<file path="src/rtl/blfw_pkg.sv">
// Package for the bunch live fraction weighter.
// Holds field widths, fixed-point constants, register indexes and the
// command and status structs shared by the controller and the datapath.
package blfw_pkg;

  localparam int unsigned IDX_W      = 12;
  localparam int unsigned LUMI_W     = 32;
  localparam int unsigned BUSY_W     = 24;
  localparam int unsigned TURN_W     = 32;
  localparam int unsigned FRAC_W     = 17;
  localparam int unsigned WSUM_W     = 61;
  localparam int unsigned LSUM_W     = 44;
  localparam int unsigned PROD_W     = LUMI_W + FRAC_W;
  localparam int unsigned DIV_STEPS  = FRAC_W;
  localparam int unsigned CNT_W      = $clog2(DIV_STEPS);
  localparam int unsigned IN_DATA_W  = 96;
  localparam int unsigned OUT_DATA_W = 72;
  localparam int unsigned CFG_ADDR_W = 3;
  localparam int unsigned CFG_DATA_W = 32;

  localparam int unsigned NUM_BUNCHES_DEF = 3564;

  localparam logic [FRAC_W-1:0] ONE_Q16 = 17'h10000;

  // Register index, taken from the word address bit of the configuration port.
  localparam logic REG_TURN_COUNT = 1'b0;

  typedef struct packed {
    logic load;
    logic frac_start;
    logic mul_en;
    logic acc_en;
    logic avg_start;
    logic res_load;
  } blfw_cmd_t;

  typedef struct packed {
    logic div_done;
    logic last;
  } blfw_stat_t;

endpackage

</file>
<file path="src/rtl/blfw_div.sv">
// Restoring divider producing a saturated Q1.16 quotient, one bit per cycle.
// Depends on blfw_pkg for widths and the 1.0 constant.
module blfw_div
  import blfw_pkg::*;
(
  input  logic              clk,
  input  logic              rst_n,
  input  logic              start,
  input  logic [WSUM_W-1:0] num,
  input  logic [LSUM_W-1:0] den,
  output logic              done,
  output logic [FRAC_W-1:0] quot
);

  logic              busy_r, busy_nxt;
  logic              done_r, done_nxt;
  logic [CNT_W-1:0]  cnt_r, cnt_nxt;
  logic [LSUM_W-1:0] rem_r, rem_nxt;
  logic [FRAC_W-1:0] nlo_r, nlo_nxt;
  logic [FRAC_W-1:0] q_r, q_nxt;
  logic              sat_r, sat_nxt;
  logic [LSUM_W:0]   trial;
  logic [LSUM_W:0]   diff;
  logic              ge;

  assign trial = {rem_r, nlo_r[FRAC_W-1]};
  assign ge    = trial >= {1'b0, den};
  assign diff  = trial - {1'b0, den};

  always_comb begin
    busy_nxt = busy_r;
    done_nxt = 1'b0;
    cnt_nxt  = cnt_r;
    rem_nxt  = rem_r;
    nlo_nxt  = nlo_r;
    q_nxt    = q_r;
    sat_nxt  = sat_r;
    if (start) begin
      busy_nxt = 1'b1;
      cnt_nxt  = '0;
      rem_nxt  = num[WSUM_W-1:FRAC_W];
      nlo_nxt  = num[FRAC_W-1:0];
      q_nxt    = '0;
      sat_nxt  = num[WSUM_W-1:FRAC_W] >= den;
    end else if (busy_r) begin
      rem_nxt = ge ? diff[LSUM_W-1:0] : trial[LSUM_W-1:0];
      q_nxt   = {q_r[FRAC_W-2:0], ge};
      nlo_nxt = {nlo_r[FRAC_W-2:0], 1'b0};
      cnt_nxt = cnt_r + 1'b1;
      if (cnt_r == CNT_W'(DIV_STEPS - 1)) begin
        busy_nxt = 1'b0;
        done_nxt = 1'b1;
      end
    end
  end

  always_ff @(posedge clk) begin
    if (!rst_n) begin
      busy_r <= 1'b0;
      done_r <= 1'b0;
      cnt_r  <= '0;
    end else begin
      busy_r <= busy_nxt;
      done_r <= done_nxt;
      cnt_r  <= cnt_nxt;
    end
    rem_r <= rem_nxt;
    nlo_r <= nlo_nxt;
    q_r   <= q_nxt;
    sat_r <= sat_nxt;
  end

  assign done = done_r;
  assign quot = (sat_r || (q_r > ONE_Q16)) ? ONE_Q16 : q_r;

endmodule

</file>
<file path="src/rtl/blfw_dp.sv">
// Datapath: item registers, two divider lanes, multipliers and running sums.
// Depends on blfw_pkg and blfw_div; driven by commands from blfw_ctrl.
module blfw_dp
  import blfw_pkg::*;
#(
  parameter int unsigned NUM_BUNCHES = NUM_BUNCHES_DEF
) (
  input  logic              clk,
  input  logic              rst_n,
  input  blfw_cmd_t         cmd,
  output blfw_stat_t        stat,
  input  logic [TURN_W-1:0] turn_count,
  input  logic [IDX_W-1:0]  bunch_index,
  input  logic [LUMI_W-1:0] bunch_lumi,
  input  logic [BUSY_W-1:0] busy_low_prio,
  input  logic [BUSY_W-1:0] busy_high_prio,
  input  logic              last_bunch,
  output logic [FRAC_W-1:0] live_low_prio,
  output logic [FRAC_W-1:0] live_high_prio,
  output logic              busy_overrun,
  output logic [FRAC_W-1:0] avg_low_prio,
  output logic [FRAC_W-1:0] avg_high_prio,
  output logic              avg_valid
);

  logic [IDX_W-1:0]  idx_r;
  logic [LUMI_W-1:0] lumi_r;
  logic [BUSY_W-1:0] blo_r, bhi_r;
  logic              last_r;
  logic [FRAC_W-1:0] flo_r, fhi_r;
  logic              over_r;
  logic [PROD_W-1:0] plo_r, phi_r;
  logic [WSUM_W-1:0] wlo_r, whi_r;
  logic [LSUM_W-1:0] lsum_r;
  logic              avg_mode_r;

  logic              avg_sel;
  logic              t_zero;
  logic              ovr_lo, ovr_hi;
  logic [TURN_W-1:0] diff_lo, diff_hi;
  logic [WSUM_W-1:0] num_lo, num_hi;
  logic [LSUM_W-1:0] den;
  logic [FRAC_W-1:0] q_lo, q_hi;
  logic [FRAC_W-1:0] flo_c, fhi_c;
  logic              done_lo, done_hi;
  logic              in_range;

  assign t_zero  = turn_count == '0;
  assign ovr_lo  = !t_zero && (TURN_W'(blo_r) > turn_count);
  assign ovr_hi  = !t_zero && (TURN_W'(bhi_r) > turn_count);
  assign diff_lo = turn_count - TURN_W'(blo_r);
  assign diff_hi = turn_count - TURN_W'(bhi_r);

  assign avg_sel = cmd.avg_start || (avg_mode_r && !cmd.frac_start);
  assign num_lo  = avg_sel ? wlo_r : WSUM_W'({diff_lo, 16'b0});
  assign num_hi  = avg_sel ? whi_r : WSUM_W'({diff_hi, 16'b0});
  assign den     = avg_sel ? lsum_r : LSUM_W'(turn_count);

  blfw_div u_div_lo (
    .clk   (clk),
    .rst_n (rst_n),
    .start (cmd.frac_start || cmd.avg_start),
    .num   (num_lo),
    .den   (den),
    .done  (done_lo),
    .quot  (q_lo)
  );

  blfw_div u_div_hi (
    .clk   (clk),
    .rst_n (rst_n),
    .start (cmd.frac_start || cmd.avg_start),
    .num   (num_hi),
    .den   (den),
    .done  (done_hi),
    .quot  (q_hi)
  );

  assign flo_c = t_zero ? ONE_Q16 : (ovr_lo ? '0 : q_lo);
  assign fhi_c = t_zero ? ONE_Q16 : (ovr_hi ? '0 : q_hi);

  assign in_range = (idx_r != '0) && ({1'b0, idx_r} < (IDX_W + 1)'(NUM_BUNCHES));

  always_ff @(posedge clk) begin
    if (!rst_n) begin
      wlo_r      <= '0;
      whi_r      <= '0;
      lsum_r     <= '0;
      avg_mode_r <= 1'b0;
    end else begin
      if (cmd.frac_start) begin
        avg_mode_r <= 1'b0;
      end else if (cmd.avg_start) begin
        avg_mode_r <= 1'b1;
      end
      if (cmd.acc_en && in_range) begin
        wlo_r  <= wlo_r + WSUM_W'(plo_r);
        whi_r  <= whi_r + WSUM_W'(phi_r);
        lsum_r <= lsum_r + LSUM_W'(lumi_r);
      end else if (cmd.res_load && last_r) begin
        wlo_r  <= '0;
        whi_r  <= '0;
        lsum_r <= '0;
      end
    end
    if (cmd.load) begin
      idx_r  <= bunch_index;
      lumi_r <= bunch_lumi;
      blo_r  <= busy_low_prio;
      bhi_r  <= busy_high_prio;
      last_r <= last_bunch;
    end
    if (cmd.mul_en) begin
      flo_r  <= flo_c;
      fhi_r  <= fhi_c;
      over_r <= ovr_lo || ovr_hi;
      plo_r  <= lumi_r * flo_c;
      phi_r  <= lumi_r * fhi_c;
    end
  end

  assign stat.div_done = done_lo && done_hi;
  assign stat.last     = last_r;

  assign live_low_prio  = flo_r;
  assign live_high_prio = fhi_r;
  assign busy_overrun   = over_r;
  assign avg_low_prio   = !last_r ? '0 : ((lsum_r == '0) ? ONE_Q16 : q_lo);
  assign avg_high_prio  = !last_r ? '0 : ((lsum_r == '0) ? ONE_Q16 : q_hi);
  assign avg_valid      = last_r;

endmodule

</file>
<file path="src/rtl/blfw_ctrl.sv">
// Controller state machine sequencing one bunch through the datapath.
// Depends on blfw_pkg for the command and status structs.
module blfw_ctrl
  import blfw_pkg::*;
(
  input  logic       clk,
  input  logic       rst_n,
  input  logic       in_valid,
  output logic       in_ready,
  input  logic       out_busy,
  input  blfw_stat_t stat,
  output blfw_cmd_t  cmd
);

  typedef enum logic [2:0] {
    S_IDLE,
    S_FSTART,
    S_FWAIT,
    S_MUL,
    S_ACC,
    S_ASTART,
    S_AWAIT,
    S_EMIT
  } state_t;

  state_t state_r;

  always_ff @(posedge clk) begin
    if (!rst_n) begin
      state_r <= S_IDLE;
    end else begin
      unique case (state_r)
        S_IDLE:   if (in_valid) state_r <= S_FSTART;
        S_FSTART: state_r <= S_FWAIT;
        S_FWAIT:  if (stat.div_done) state_r <= S_MUL;
        S_MUL:    state_r <= S_ACC;
        S_ACC:    state_r <= stat.last ? S_ASTART : S_EMIT;
        S_ASTART: state_r <= S_AWAIT;
        S_AWAIT:  if (stat.div_done) state_r <= S_EMIT;
        S_EMIT:   if (!out_busy) state_r <= S_IDLE;
        default:  state_r <= S_IDLE;
      endcase
    end
  end

  assign in_ready = state_r == S_IDLE;

  always_comb begin
    cmd            = '0;
    cmd.load       = (state_r == S_IDLE) && in_valid;
    cmd.frac_start = state_r == S_FSTART;
    cmd.mul_en     = state_r == S_MUL;
    cmd.acc_en     = state_r == S_ACC;
    cmd.avg_start  = state_r == S_ASTART;
    cmd.res_load   = (state_r == S_EMIT) && !out_busy;
  end

endmodule

</file>
<file path="src/rtl/bunch_live_fraction_weighter.sv">
// A bunch is loaded, its live fractions are divided out by the restoring dividers
// (one quotient bit per cycle per lane), weighted and summed; on the last bunch
// the averages are divided as well. No new bunch is taken before the result of the
// last is loaded; the output register lets it wait while the next is taken in.
// Reset: synchronous active-low rst_n clears the sums, turn count and control.
// Depends on blfw_pkg, blfw_ctrl, blfw_dp and blfw_div.
module bunch_live_fraction_weighter
  import blfw_pkg::*;
#(
  parameter int unsigned NUM_BUNCHES = NUM_BUNCHES_DEF
) (
  input  logic                  clk,
  input  logic                  rst_n,
  // bunch_index, bunch_lumi, busy_low_prio, busy_high_prio, zero fill
  input  logic [IN_DATA_W-1:0]  in_tdata,
  input  logic                  in_tlast,
  input  logic                  in_tvalid,
  output logic                  in_tready,
  // live_low_prio, live_high_prio, busy_overrun, avg_low_prio, avg_high_prio,
  // zero fill
  output logic [OUT_DATA_W-1:0] out_tdata,
  // avg_valid
  output logic                  out_tuser,
  output logic                  out_tvalid,
  input  logic                  out_tready,
  input  logic                  cfg_psel,
  input  logic                  cfg_penable,
  input  logic                  cfg_pwrite,
  input  logic [CFG_ADDR_W-1:0] cfg_paddr,
  input  logic [CFG_DATA_W-1:0] cfg_pwdata,
  output logic [CFG_DATA_W-1:0] cfg_prdata,
  output logic                  cfg_pready
);

  logic [TURN_W-1:0]     turn_count_r;
  logic                  out_valid_r;
  logic [OUT_DATA_W-1:0] out_data_r;
  logic                  out_user_r;
  logic                  out_busy;
  blfw_cmd_t             cmd;
  blfw_stat_t            stat;
  logic [FRAC_W-1:0]     live_lo, live_hi, avg_lo, avg_hi;
  logic                  over, avg_ok;

  assign cfg_pready = 1'b1;
  assign cfg_prdata = (cfg_paddr[2] == REG_TURN_COUNT) ? turn_count_r : '0;

  always_ff @(posedge clk) begin
    if (!rst_n) begin
      turn_count_r <= '0;
    end else if (cfg_psel && cfg_penable && cfg_pwrite && cfg_pready &&
                 (cfg_paddr[2] == REG_TURN_COUNT)) begin
      turn_count_r <= cfg_pwdata;
    end
  end

  assign out_busy = out_valid_r && !out_tready;

  blfw_ctrl u_ctrl (
    .clk      (clk),
    .rst_n    (rst_n),
    .in_valid (in_tvalid),
    .in_ready (in_tready),
    .out_busy (out_busy),
    .stat     (stat),
    .cmd      (cmd)
  );

  blfw_dp #(
    .NUM_BUNCHES (NUM_BUNCHES)
  ) u_dp (
    .clk            (clk),
    .rst_n          (rst_n),
    .cmd            (cmd),
    .stat           (stat),
    .turn_count     (turn_count_r),
    .bunch_index    (in_tdata[11:0]),
    .bunch_lumi     (in_tdata[43:12]),
    .busy_low_prio  (in_tdata[67:44]),
    .busy_high_prio (in_tdata[91:68]),
    .last_bunch     (in_tlast),
    .live_low_prio  (live_lo),
    .live_high_prio (live_hi),
    .busy_overrun   (over),
    .avg_low_prio   (avg_lo),
    .avg_high_prio  (avg_hi),
    .avg_valid      (avg_ok)
  );

  always_ff @(posedge clk) begin
    if (!rst_n) begin
      out_valid_r <= 1'b0;
    end else if (cmd.res_load) begin
      out_valid_r <= 1'b1;
    end else if (out_tready) begin
      out_valid_r <= 1'b0;
    end
    if (cmd.res_load) begin
      out_data_r <= OUT_DATA_W'({avg_hi, avg_lo, over, live_hi, live_lo});
      out_user_r <= avg_ok;
    end
  end

  assign out_tvalid = out_valid_r;
  assign out_tdata  = out_data_r;
  assign out_tuser  = out_user_r;

endmodule

</file>
<file path="config.mk">
export PLATFORM = sky130hd
export DESIGN_NAME = bunch_live_fraction_weighter
export DESIGN_NICKNAME = d
export VERILOG_FILES = /design/src/rtl/blfw_pkg.sv /design/src/rtl/blfw_div.sv /design/src/rtl/blfw_dp.sv /design/src/rtl/blfw_ctrl.sv /design/src/rtl/bunch_live_fraction_weighter.sv
export SDC_FILE = /design/constraint.sdc
export NUM_CORES = 2
export LEC_CHECK = 0
export BUFFER_PORTS_ARGS = -buffer_cell sky130_fd_sc_hd__clkbuf_2
export CAP_MARGIN = 40
export CORE_ASPECT_RATIO = 0.5
export CORE_MARGIN = 5
export CORE_UTILIZATION = 55
export CTS_CLUSTER_SIZE = 16
export DETAILED_ROUTE_END_ITERATION = 10
export PLACE_DENSITY = 0.8
export SLEW_MARGIN = 25
export SYNTH_ARGS = -nofsm -noshare
export SYNTH_HDL_FRONTEND = slang
export SYNTH_SLANG_ARGS = --single-unit
</file>
<file path="constraint.sdc">
create_clock -name clk -period 23.2 [get_ports clk]
set_clock_uncertainty 0.2 [all_clocks]
set_input_delay 4.64 -clock clk [delete_from_list [all_inputs] [get_ports clk]]
set_output_delay 4.64 -clock clk [all_outputs]
set_load 0.03 [all_outputs]
</file>
==> results.toml <==
[detailed_routing]
drt_first_pass_iters = 6
top_layer_used = "met5"
drc = 0
dr_wl_met3_um = 32400
ant_nets = 0
routedWlPerCell_um = 22.7
wl_um = 243000
met2WireLength_um = 101000
first_iter_violations = 7035
vias_per_cell = 6.14
dr_total_vias = 65700
wl_met1_um = 97500

[floorplanning]
initial_core_util_pct = 55.6
rows = 97
die_y_um = 276
core_area_mm2 = 0.141
io_pins = 247
fp.dieW_um = 543
die_area_mm2 = 0.150

[clock_network]
clockRootBuffer = "clkbuf_16"
htreeDepth = 3
clockBufferDepth = 3
cts_setup_buffers = 0
clkLatencyLatePin_ps = 720
cts_hold_buf = 0
cts_resized = 0
cts_tree = "built"
numCtsBuffers = 71
clock-sinks = 671
clk_pin_slew_worst_paths_ps = 80

[critical_path]
max_stage_delay_ps = 610
timing.critical_path.to_type = "flip-flop"
r2r_cells = 35
required_ps = 23450
critPathLaunch = "turn_count_r[13]"
crit_type = "flip-flop to flip-flop"
worstSetupPathDepth = 35
arrival_ps = 12370
r2r-start = "turn_count_r[13]"
cpMostUsedCell = "fa_1"
cp_max_fo = 91
critPathBufInv = 7
rrSetupSlack_ps = 11080
cp_top_family = "adder cells"
start_kind = "flip-flop"
slowest_stage = "buf_4"

[global_routing]
antenna_found_initial = 9
gr-total-overflow = 0
grt_pass1_vias = 64100
grt_max_degree = 108
grtUsageTotal_pct = 31.9
grt_first_pass_wirelength_um = 373000

[placement]
dp_hpwl_um = 180000
place_area_mm2 = 0.0808
io_buffers = 236
place_congestion = 0.997
dp.cells = 10600

[layout]
fin_area_mm2 = 0.0833
n_fill_cell = 11800
nets = 10400
drive_gt1_share_pct = 6.57
area_delta_synth_final_pct = 6.59
fin_cells = 10700

[sta]
clock.fmax_mhz = 82.5
period_needed_ps = 12120
final_max_slew_viol_count = 0
finalSetupViolCount = 0
rsz0062_at_grt = "no"
hold_viol = 0
worst_slew_pin_slew_ps = 964
relSlewSlack_pct = 35.7
finalSetupTns_ps = 0
period_share_pct = 52.2

[synthesis]
synth_top_area_share_pct = 23.2
synthCells = 8823
ys_top_cells_by_count = "nand2_1, inv_1, fa_1"
synth-seq-area-share_pct = 22.6
synth.most_common_cell = "nand2_1"
syn_avg_cell_area_um2 = 8.85
synth_flop_cell = "edfxtp_1"
ys_ff_latch = 671
synth_area_leader_cell = "fa_1"
syn-cell-area_mm2 = 0.0781
ys_top_cells_by_area = "fa_1, edfxtp_1, ha_1"
synth_edf_count = 420
synth_warnings = 0
async_flop_share_pct = 0
ys_types = 96

[power_and_ir_drop]
p_leak_nw = 38.9
p_seq_share_pct = 31.1
clkPwrFrac_pct = 23.2
p_int_w = 0.00306
vdd_drop_max_mv = 0.0552
p_per_area_mw_per_mm2 = 62.3
switching_share_pct = 41.1
net-switching-power_w = 0.00213
pwr-share-comb_pct = 45.6

[hold_path]
hold_path_depth = 0
worstHoldStart = "u_dp.live_low_prio[16]"
hold_class = "flip-flop to flip-flop"

[flow_run]
maxCapViolCount = 0

[status]
outcome = "finished, final reports clean"
-- metal layers --
metal / GRT usage [%] / vias to the layer above
li1: - / 29100
met1: 44.3 / 32100
met2: 46.9 / 3798
met3: 9.36 / 642
met4: 12.7 / 14
met5: 0 / -
-- cells by family after synthesis --
group / share of synthesized area [%]
other cells: 0.00961
fa+ha+maj: 32.9
mux: 1.93
compound gates: 13.1
flops: 22.6
simple gates: 17.4
xor+xnor: 3.78
buf+inv: 8.32
-- worst register-to-register path: cells and delay by family, from the launching register on --
family / cells / cell delay (ps)
AOI/OAI and AO/OA: 11 / 3230
xor gates and xnor gates: 1 / 120
adders and majority gates: 8 / 3870
buffers and inverters: 7 / 2050
DFF: 1 / 380
and+or+nand+nor: 8 / 2030
-- placed cells by master (no fill, tap or decap), types with 13 or more instances in the layout --
cell type,instances
fa_1,905
nand2_1,1276
dfxtp_1,250
a31o_2,15
nand2b_1,58
o31ai_1,27
edfxtp_1,420
o211ai_1,48
a31oi_1,57
a211oi_1,52
or3_1,21
ha_1,604
inv_1,1185
mux2i_1,122
nor2b_1,94
o21a_1,74
and3_1,269
nor3_1,69
clkbuf_1,14
nor2_1,305
a21boi_0,19
xnor2_1,207
clkbuf_16,76
a21oi_1,543
buf_4,125
o21ai_0,296
a21o_1,253
nand3_1,214
and2_1,335
clkbuf_2,238
a221oi_1,13
mux2_2,23
nor4_1,38
o21bai_1,49
xor2_1,130
nand4_1,81
-- power groups by stage --
stage                     registers [W]  clock network, W  logic (W)
after floorplan                 0.00161                 0    0.00168
after global placement          0.00163                 0    0.00222
after detailed placement        0.00164                 0    0.00227
after CTS                       0.00161           0.00122    0.00229
after global routing            0.00163           0.00126    0.00257
final                           0.00162           0.00121    0.00237
-- final cells by class --
cell class / instances / area, µm² / share of cell area (%)
Antenna cell: 4 / 10.0 / 0.0120
Multi-Input combinational cell: 6458 / 54100 / 65.0
Clock inverter: 39 / 362 / 0.434
Inverter: 1187 / 4460 / 5.36
Timing Repair Buffer: 374 / 2340 / 2.81
Sequential cell: 671 / 17600 / 21.2
Clock buffer: 93 / 2000 / 2.40
Tap cell: 1881 / 2350 / 2.83
-- state kept, by name, summed over array words and instances (netlist names), 24 cells and up --
register,cells
out_tdata,69
u_dp.whi_r,61
u_dp.wlo_r,61
u_dp.phi_r,49
u_dp.plo_r,49
u_dp.lsum_r,44
u_dp.u_div_hi.rem_r,44
u_dp.u_div_lo.rem_r,44
turn_count_r,32
u_dp.lumi_r,32
u_dp.bhi_r,24
u_dp.blo_r,24
-- per-stage QoR --
step	setup WS, ps	hold WS, ps	total power [W]	util, %
2_1_floorplan	13080	200	0.00329	-
3_3_place_gp	11440	202	0.00385	57.4
3_5_place_dp	11310	205	0.00391	57.5
4_1_cts	11290	212	0.00512	59.2
5_1_grt	10460	218	0.00546	59.2
6_report	11080	206	0.00519	59.2
-- worst paths after layout --
kind	end
min reg2reg	out_tdata[16]
max	u_dp.phi_r[46]
min	out_tdata[16]
max reg2reg	u_dp.phi_r[46]
Note: power is estimated with default switching activity, not from simulation.
